[config.mk]
export PLATFORM = sky130hd
export DESIGN_NAME = fixed_block_size_allocator_unit
export DESIGN_NICKNAME = d
export VERILOG_FILES = /design/src/design/fbsa_pkg.sv /design/src/design/fbsa_cell.sv /design/src/design/fixed_block_size_allocator_unit.sv
export SDC_FILE = /design/constraint.sdc
export NUM_CORES = 2
export LEC_CHECK = 0
export BUFFER_PORTS_ARGS = -buffer_cell sky130_fd_sc_hd__clkbuf_2
export CORE_MARGIN = 2
export CORE_UTILIZATION = 60
export CTS_BUF_LIST = sky130_fd_sc_hd__clkbuf_16
export CTS_CLUSTER_DIAMETER = 50
export DETAILED_ROUTE_END_ITERATION = 7
export PLACE_DENSITY = 0.86
export SYNTH_ARGS = -nofsm -noshare
export SYNTH_HDL_FRONTEND = slang
export SYNTH_HIERARCHICAL = 1
export SYNTH_SLANG_ARGS = --single-unit
[constraint.sdc]
create_clock -name aclk -period 7 [get_ports aclk]
set_input_delay 0.7 -clock aclk [delete_from_list [all_inputs] [get_ports aclk]]
set_output_delay 0.7 -clock aclk [all_outputs]
set_load 0.01 [all_outputs]
[src/design/fbsa_pkg.sv]
// shared constants, the token type and a helper function of the fixed block size allocator
`timescale 1ns / 1ps
`default_nettype none
package fbsa_pkg;

    localparam int CLASS_COUNT   = 5;
    localparam int CLASS1_BLOCKS = 4;
    localparam int CLASS2_BLOCKS = 4;
    localparam int CLASS3_BLOCKS = 4;
    localparam int CLASS4_BLOCKS = 4;
    localparam int CLASS5_BLOCKS = 4;
    localparam int TOTAL_BLOCKS  = CLASS1_BLOCKS + CLASS2_BLOCKS + CLASS3_BLOCKS
                                 + CLASS4_BLOCKS + CLASS5_BLOCKS;

    localparam int OFS_W   = 16;
    localparam int CLS_W   = $clog2(CLASS_COUNT);
    localparam int PADDR_W = 5;

    // command codes
    localparam logic CMD_ALLOC = 1'b0;
    localparam logic CMD_FREE  = 1'b1;

    // register indexes
    localparam logic [2:0] REG_CLASS1 = 3'd0;
    localparam logic [2:0] REG_CLASS2 = 3'd1;
    localparam logic [2:0] REG_CLASS3 = 3'd2;
    localparam logic [2:0] REG_CLASS4 = 3'd3;
    localparam logic [2:0] REG_CLASS5 = 3'd4;

    localparam logic [OFS_W-1:0] CLASS1_RESET = 16'd8;
    localparam logic [OFS_W-1:0] CLASS2_RESET = 16'd16;
    localparam logic [OFS_W-1:0] CLASS3_RESET = 16'd32;
    localparam logic [OFS_W-1:0] CLASS4_RESET = 16'd64;
    localparam logic [OFS_W-1:0] CLASS5_RESET = 16'd128;

    // request travelling down the row of cells
    typedef struct packed {
        logic             valid;
        logic             cmd;
        logic [OFS_W-1:0] want;
        logic [OFS_W-1:0] where;
        logic [OFS_W-1:0] offset;
        logic             done;
        logic             success;
        logic [OFS_W-1:0] granted;
    } token_t;

    // size class of a block given its place in pool order
    function automatic logic [CLS_W-1:0] class_of(input int blk);
        int bounds [CLASS_COUNT];
        int acc;
        logic [CLS_W-1:0] cls;
        bounds[0] = CLASS1_BLOCKS;
        bounds[1] = CLASS2_BLOCKS;
        bounds[2] = CLASS3_BLOCKS;
        bounds[3] = CLASS4_BLOCKS;
        bounds[4] = CLASS5_BLOCKS;
        acc = 0;
        cls = CLS_W'(CLASS_COUNT - 1);
        for (int c = CLASS_COUNT - 1; c >= 0; c--) begin
            acc = 0;
            for (int j = 0; j <= c; j++) begin
                acc = acc + bounds[j];
            end
            if (blk < acc) begin
                cls = CLS_W'(c);
            end
        end
        return cls;
    endfunction

endpackage
`default_nettype wire

[src/design/fbsa_cell.sv]
// one block of the pool: busy bit plus one stage of the request row
`timescale 1ns / 1ps
`default_nettype none
module fbsa_cell
    import fbsa_pkg::*;
(
    input  wire logic             aclk,
    input  wire logic             aresetn,
    input  wire logic [OFS_W-1:0] size_i,
    input  wire token_t           tok_i,
    output token_t                tok_o
);

    logic   busy_reg, busy_next;
    logic   vld_reg;
    token_t tok_reg, tok_next;
    logic [OFS_W:0] sum;

    // match this block against the passing request
    always_comb begin
        busy_next = busy_reg;
        tok_next  = tok_i;
        sum       = {1'b0, tok_i.offset} + {1'b0, size_i};
        tok_next.offset = sum[OFS_W-1:0];
        if (tok_i.valid && !tok_i.done) begin
            if (tok_i.cmd == CMD_ALLOC) begin
                if (!busy_reg && (size_i >= tok_i.want)) begin
                    busy_next        = 1'b1;
                    tok_next.done    = 1'b1;
                    tok_next.success = 1'b1;
                    tok_next.granted = tok_i.offset;
                end
            end else begin
                if (busy_reg && (tok_i.offset == tok_i.where)) begin
                    busy_next        = 1'b0;
                    tok_next.done    = 1'b1;
                    tok_next.success = 1'b1;
                end
            end
        end
    end

    // control state
    always_ff @(posedge aclk) begin
        if (!aresetn) begin
            busy_reg <= 1'b0;
            vld_reg  <= 1'b0;
        end else begin
            busy_reg <= busy_next;
            vld_reg  <= tok_i.valid;
        end
    end

    // payload stage
    always_ff @(posedge aclk) begin
        tok_reg <= tok_next;
    end

    always_comb begin
        tok_o       = tok_reg;
        tok_o.valid = vld_reg;
    end

endmodule
`default_nettype wire

[src/design/fixed_block_size_allocator_unit.sv]
// top level: config registers, request injection, cell row and result stage
`timescale 1ns / 1ps
`default_nettype none
// Each item (allocate or free) is accepted when the unit is idle and then walks
// down a row of TOTAL_BLOCKS cells (20 here), one cell per cycle; each cell holds
// one block's busy bit and adds its block size to the running offset. The result
// is caught in a hold register at the end of the row and then moved into the
// output register, which waits while that register is full and m_tready is low.
// A new item is taken only after the result has moved on, so items never overlap.
// Allocate takes the first free block whose class size is at least request_bytes;
// free clears the first busy block starting at release_offset. Offsets wrap at
// 16 bits. Sizes may be rewritten while idle; busy bits are kept.
module fixed_block_size_allocator_unit
    import fbsa_pkg::*;
(
    input  wire logic               aclk,
    input  wire logic               aresetn,
    // apb configuration port
    input  wire logic               psel,
    input  wire logic               penable,
    input  wire logic               pwrite,
    input  wire logic [PADDR_W-1:0] paddr,
    input  wire logic [31:0]        pwdata,
    output logic      [31:0]        prdata,
    output logic                    pready,
    // request stream
    input  wire logic               s_tvalid,
    output logic                    s_tready,
    input  wire logic [31:0]        s_tdata,   // [15:0] request_bytes, [31:16] release_offset
    input  wire logic               s_tuser,   // [0] cmd
    // result stream
    output logic                    m_tvalid,
    input  wire logic               m_tready,
    output logic      [23:0]        m_tdata    // [0] success, [16:1] granted_offset, rest 0
);

    logic [OFS_W-1:0] size_reg [CLASS_COUNT];
    logic [2:0]       widx;
    logic             wr_en;

    logic             active_reg, active_next;
    logic             fin_vld_reg, fin_vld_next;
    logic             fin_ok_reg;
    logic [OFS_W-1:0] fin_ofs_reg;
    logic             out_vld_reg, out_vld_next;
    logic             out_ok_reg;
    logic [OFS_W-1:0] out_ofs_reg;
    logic             s_acc, fin_move;

    token_t                  tok [TOTAL_BLOCKS+1];
    logic [TOTAL_BLOCKS-1:0] tok_vld;

    // configuration registers
    assign pready = 1'b1;
    assign widx   = paddr[4:2];
    assign wr_en  = psel && penable && pwrite;

    always_ff @(posedge aclk) begin
        if (!aresetn) begin
            size_reg[REG_CLASS1] <= CLASS1_RESET;
            size_reg[REG_CLASS2] <= CLASS2_RESET;
            size_reg[REG_CLASS3] <= CLASS3_RESET;
            size_reg[REG_CLASS4] <= CLASS4_RESET;
            size_reg[REG_CLASS5] <= CLASS5_RESET;
        end else if (wr_en) begin
            case (widx)
                REG_CLASS1: size_reg[REG_CLASS1] <= pwdata[OFS_W-1:0];
                REG_CLASS2: size_reg[REG_CLASS2] <= pwdata[OFS_W-1:0];
                REG_CLASS3: size_reg[REG_CLASS3] <= pwdata[OFS_W-1:0];
                REG_CLASS4: size_reg[REG_CLASS4] <= pwdata[OFS_W-1:0];
                REG_CLASS5: size_reg[REG_CLASS5] <= pwdata[OFS_W-1:0];
                default: ;
            endcase
        end
    end

    // register read back
    always_comb begin
        case (widx)
            REG_CLASS1: prdata = {16'd0, size_reg[REG_CLASS1]};
            REG_CLASS2: prdata = {16'd0, size_reg[REG_CLASS2]};
            REG_CLASS3: prdata = {16'd0, size_reg[REG_CLASS3]};
            REG_CLASS4: prdata = {16'd0, size_reg[REG_CLASS4]};
            REG_CLASS5: prdata = {16'd0, size_reg[REG_CLASS5]};
            default:    prdata = 32'd0;
        endcase
    end

    // request injection at the head of the row
    assign s_tready = !active_reg;
    assign s_acc    = s_tvalid && s_tready;

    always_comb begin
        tok[0].valid   = s_acc;
        tok[0].cmd     = s_tuser;
        tok[0].want    = s_tdata[15:0];
        tok[0].where   = s_tdata[31:16];
        tok[0].offset  = '0;
        tok[0].done    = 1'b0;
        tok[0].success = 1'b0;
        tok[0].granted = '0;
    end

    // row of block cells
    for (genvar i = 0; i < TOTAL_BLOCKS; i++) begin : g_cell
        localparam logic [CLS_W-1:0] CI = class_of(i);
        fbsa_cell u_cell (
            .aclk    (aclk),
            .aresetn (aresetn),
            .size_i  (size_reg[CI]),
            .tok_i   (tok[i]),
            .tok_o   (tok[i+1])
        );
        assign tok_vld[i] = tok[i+1].valid;
    end

    // result hold and output register
    assign fin_move = fin_vld_reg && (!out_vld_reg || m_tready);

    always_comb begin
        active_next  = active_reg;
        fin_vld_next = fin_vld_reg;
        out_vld_next = out_vld_reg;
        if (out_vld_reg && m_tready) begin
            out_vld_next = 1'b0;
        end
        if (fin_move) begin
            out_vld_next = 1'b1;
            fin_vld_next = 1'b0;
            active_next  = 1'b0;
        end
        if (tok[TOTAL_BLOCKS].valid) begin
            fin_vld_next = 1'b1;
        end
        if (s_acc) begin
            active_next = 1'b1;
        end
    end

    always_ff @(posedge aclk) begin
        if (!aresetn) begin
            active_reg  <= 1'b0;
            fin_vld_reg <= 1'b0;
            out_vld_reg <= 1'b0;
        end else begin
            active_reg  <= active_next;
            fin_vld_reg <= fin_vld_next;
            out_vld_reg <= out_vld_next;
        end
    end

    always_ff @(posedge aclk) begin
        if (tok[TOTAL_BLOCKS].valid) begin
            fin_ok_reg  <= tok[TOTAL_BLOCKS].success;
            fin_ofs_reg <= tok[TOTAL_BLOCKS].granted;
        end
        if (fin_move) begin
            out_ok_reg  <= fin_ok_reg;
            out_ofs_reg <= fin_ofs_reg;
        end
    end

    assign m_tvalid = out_vld_reg;
    assign m_tdata  = {7'd0, out_ofs_reg, out_ok_reg};

`ifndef SYNTHESIS
    // only one request walks the row at a time
    a_one_token: assert property (@(posedge aclk) disable iff (!aresetn)
        $onehot0(tok_vld))
        else $error("more than one request in the cell row");

    // an accepted item enters the first cell next cycle
    a_inject: assert property (@(posedge aclk) disable iff (!aresetn)
        s_acc |=> tok[1].valid)
        else $error("accepted item did not enter the row");

    // a held result belongs to the item in flight
    a_fin_active: assert property (@(posedge aclk) disable iff (!aresetn)
        fin_vld_reg |-> active_reg)
        else $error("held result with no item in flight");

    // a failed result carries a zero offset
    a_fail_zero: assert property (@(posedge aclk) disable iff (!aresetn)
        (m_tvalid && !m_tdata[0]) |-> (m_tdata[16:1] == 16'd0))
        else $error("failed result with nonzero offset");
`endif

endmodule
`default_nettype wire

After elaboration in Yosys (flattened, before gate mapping). Memory sizes are Yosys's and may differ from the RTL's. Index checks and enable logic that the tools add are counted.

Register bits after elaboration: 1367. RAM bits: 80. Bits of input ports: 77. Output and inout bits: 59. Word-level logic and storage cells: 612. Memories kept: 1.

Memories: size_reg (depth 5, width 16, rd ports 5, clocked after memory_dff 0, write ports 5, RTL line fixed_block_size_allocator_unit.sv:37) `logic [OFS_W-1:0] size_reg [CLASS_COUNT];`.

$add $sub $neg: 18. Order comparisons: 20. Equality and inequality tests: 43. Mux-type cells: 190. Bitwise logic cells: 6. Reduce and logical (&&, ||, !) cells: 152.

Operators with widths (number): $mux 18 (37); $mux 16 (24); $ge 16x16->1 (20); $eq 16x16->1 (19); $add 16x16->16 (18); $mux 1 (88); $pmux 16 s5 (1); $mux 2 (38); $logic_and 1x1->1 (64); $reduce_and 3->1 (20); $reduce_bool 2->1 (23); $logic_not 1->1 (41); $ne 2x1->1 const B (20); $mux 17 (2); $logic_not 16->1 (1); $eq 3x2->1 const B (2); $or 1x1->1 (5); $eq 3x1->1 const B (1); $eq 3x3->1 const B (1); $logic_not 3->1 (1); $reduce_or 2->1 (1); $logic_or 1x1->1 (1); $not 1->1 (1).

Logic depth before layout (Yosys ltp).
Word-level depth: 6. Depth in mapped cells: 10. Gate-level depth less buffers: 9.

Modules after synthesis. Netlist, hierarchy kept.

Modules (own cells, without submodules): fbsa_cell at g_cell[0].u_cell ... (instances 12, cells each 267, area each 2931.6 µm², seq. area each 1381.3 µm²); fbsa_cell at g_cell[2].u_cell ... (instances 5, cells each 263, area each 2920.3 µm², seq. area each 1381.3 µm²); fbsa_cell at g_cell[7].u_cell ... (instances 2, cells each 268, area each 2945.3 µm², seq. area each 1381.3 µm²); fixed_block_size_allocator_unit (instances 1, cells each 272, area each 4698.3 µm², seq. area each 3483.3 µm²); fbsa_cell at g_cell[9].u_cell (instances 1, cells each 400, area each 3722.3 µm², seq. area each 1381.3 µm²).

Worst setup path after synthesis. OpenSTA, ideal clock, no wires.

Path type: in2reg. Start point: in pwrite. End point: mem size_reg[0][0] (enable). Library setup time: 414 ps. Arrival time: 2267 ps. Data required time: 6586 ps. Setup slack: 4319 ps. Stages: 3. Buffers on the path: 0. Cells stage by stage: and3_1 > nand2b_1 > o31ai_1.

RTL lines: start: declaration (RTL line fixed_block_size_allocator_unit.sv:21) `input wire logic pwrite,`; end: declaration (RTL line fixed_block_size_allocator_unit.sv:37).

Worst setup path in the final report.
Start point: in paddr[2]. End point: out prdata[10].

Longest elaborated chain between the ends: 2. Elaborated cells between the ends (all ways): 6. Those cells by class: eq/ne: 4; mux: 1; reduce/logical: 1.

RTL lines: start: declaration (RTL line fixed_block_size_allocator_unit.sv:22) `input wire logic [PADDR_W-1:0] paddr,`; $eq 3x3->1 (tied with other cells) (RTL line fixed_block_size_allocator_unit.sv:79) `case (widx)`; $pmux 16 s5 * (RTL line fixed_block_size_allocator_unit.sv:79); end: declaration (RTL line fixed_block_size_allocator_unit.sv:24) `output logic [31:0] prdata,`.

Mark *: on every way between the ends. The rest lies on a longest branch, timed or not.

==> impl_results.md <==
* Chip Height at 326 um
* Crit-path max FO at 24
* Post-Syn Area at 0.0624 mm^2
* Worst path required time at 6.30 ns
* CTS Buffer Depth at 3
* Skew final at approximately 0.027 ns
* Syn Inst Count at ~5600
* Full die area at 0.107 mm^2
* Max Clk Rate at between 0.2 and 0.3 GHz
* HPWL Detailed at roughly 110000 um
* Nets@finish at 6517
* Post-Syn Area per Cell at roughly 11 um^2
* Sequential share of power at 41.3%
* CP arrival at ~3.2 ns
* 1st-iter DRT viols at 3302
* Critical Path Start Type: input port
* Vias per cell at between 5 and 6
* Post-CTS Resized at 0
* RSZ-0062 raised after global routing: no
* Minimum clock period at approximately 3.9 ns
* Status: finished, final reports clean
* Max_slew headroom at about an eighth
* Post-CTS Setup Bufs at 0
* Fillers at between 7000 and 8000
* Vias at 43500
* Int Pwr at 0.0181 W
* Clock Latency Late Sink at ~0.76 ns
* PwrDens at 399 mW/mm^2
* Comb pwr share at a little under a third
* Cts hold-fix bufs at 0
* Reg2reg setup slack at ~3.3 ns
* Core box area at slightly above 0.1 mm^2
* Sw Pwr at about 0.0094 W
* Initial Util at approximately three fifths
* Final setup fails at 0
* GRT Util Overall at 28.8%
* Slew Limit Fails at 0
* Clk slew on worst S/H paths at approximately 0.060 ns
* Vias in the first global route at approximately 45000
* Slack of the critical path at roughly 3 ns
* Share of cells above drive strength 1 at 12.6%
* Row cnt at ~120
* Clk sinks at 1447
* DR WL/cell at 21.5 um
* Htree depth at 4
* Residual DRC at 0
* Tcrit/Tclk final at a little under three fifths
* Place WS at around 3.2 ns
* # IOs at 136
* DR pass1 iterations at 7
* Multi-input gate area at approximately 0.030 mm^2
* P_leak at between 30 and 40 nW
* Actual slew at the worst max-slew pin at roughly 1.3 ns
* CTS Buf Count at 145
* Clock network power share at between 20% and 30%
* HP Class: input port to flop
* Yosys warning total at 6
* Grt ovf at 0
* Number of max-cap violations at 0
* Routed WL at 157000 um
* Antenna violations before repair at 2
* Detail Route Antenna Nets at 0
* Worst setup EP type: primary output
* Commonest non-fill, non-tap cells in the layout: dfxtp_1, ha_1, inv_1
* Register Area at 0.0301 mm^2
* Peak supply drop at ~0.29 mV
* Port buffer count at 93
* CTS tree: yes
* Clk Tree Root Cell: clkbuf_16
* Final Wtd Congestion at ~0.92
* Setup TNS at 0 ns
* Max reg flops at between 1000 and 1500
* Leading cell type in the layout, fill and taps excluded: dfxtp_1
* Largest net degree at the start of global routing at 50
* Sw Ratio at 34.2%
* Die Span X at ~330 um
* Area growth from synthesis to layout at 10.4%
* Final hold violation count at 0
* Global-route wire length before repair at between 200000 and 250000 um
* Critical Setup Path Class: input port to primary output
==> layout make-up <==
cell class,instances,share of cell area (%)
diodes,2,0.00727
clock buffers,148,5.38
clock inverters,120,1.47
inverters,497,2.71
multi-input cells,3624,43.4
flip-flops and latches,1447,43.7
well taps,1380,2.51
repair buffers,101,0.763
==> critical path, stage by stage <==
cell and delay, ns:
clkbuf_2 0.52, nor2b_2 0.92, a22oi_2 0.19, o21ai_1 0.61, clkbuf_2 0.25
==> power groups by stage <==
stage          combinational (W)  clock, W  sequential [W]
4_1_cts                  0.00832   0.00770          0.0113
5_1_grt                  0.00934   0.00805          0.0114
3_3_place_gp             0.00777         0          0.0114
3_5_place_dp             0.00812         0          0.0115
6_report                 0.00845   0.00766          0.0113
2_1_floorplan            0.00661         0          0.0108
==> stage by stage <==
stage | area (um^2) | utilization [%] | hold slack [ns] | instances | power (W)
detailed placement | 64100 | 62.0 | 0.335 | 7049 | 0.0196
floorplan | 62700 | - | 0.331 | 5669 | 0.0174
global placement | 64100 | 62.0 | 0.336 | 7049 | 0.0192
finish | 68800 | 66.6 | 0.0609 | 7319 | 0.0274
global route | 68800 | 66.6 | 0.0485 | 7317 | 0.0288
CTS | 68800 | 66.6 | 0.0393 | 7317 | 0.0273
==> final timing paths <==
kind,start,endpoint,depth (start not counted)
max,paddr[2],prdata[10],5
min reg2reg,g_cell[7].u_cell/tok_o[59],g_cell[8].u_cell/tok_o[59],0
max reg2reg,size_reg[0][61],g_cell[12].u_cell/tok_o[14],7
min,s_tdata[12],g_cell[0].u_cell/tok_o[62],1
==> layer usage <==
layer | part of all wire, % | vias up | GRT usage (%)
met2 | 50 | 1734 | 51.9
li1 | - | 20200 | -
met4 | 6.7 | 0 | 18.4
met3 | 6.2 | 683 | 5.32
met1 | 37 | 20800 | 31.1
met5 | 0 | - | 0
No activity file was read; power rests on OpenSTA's default activity.
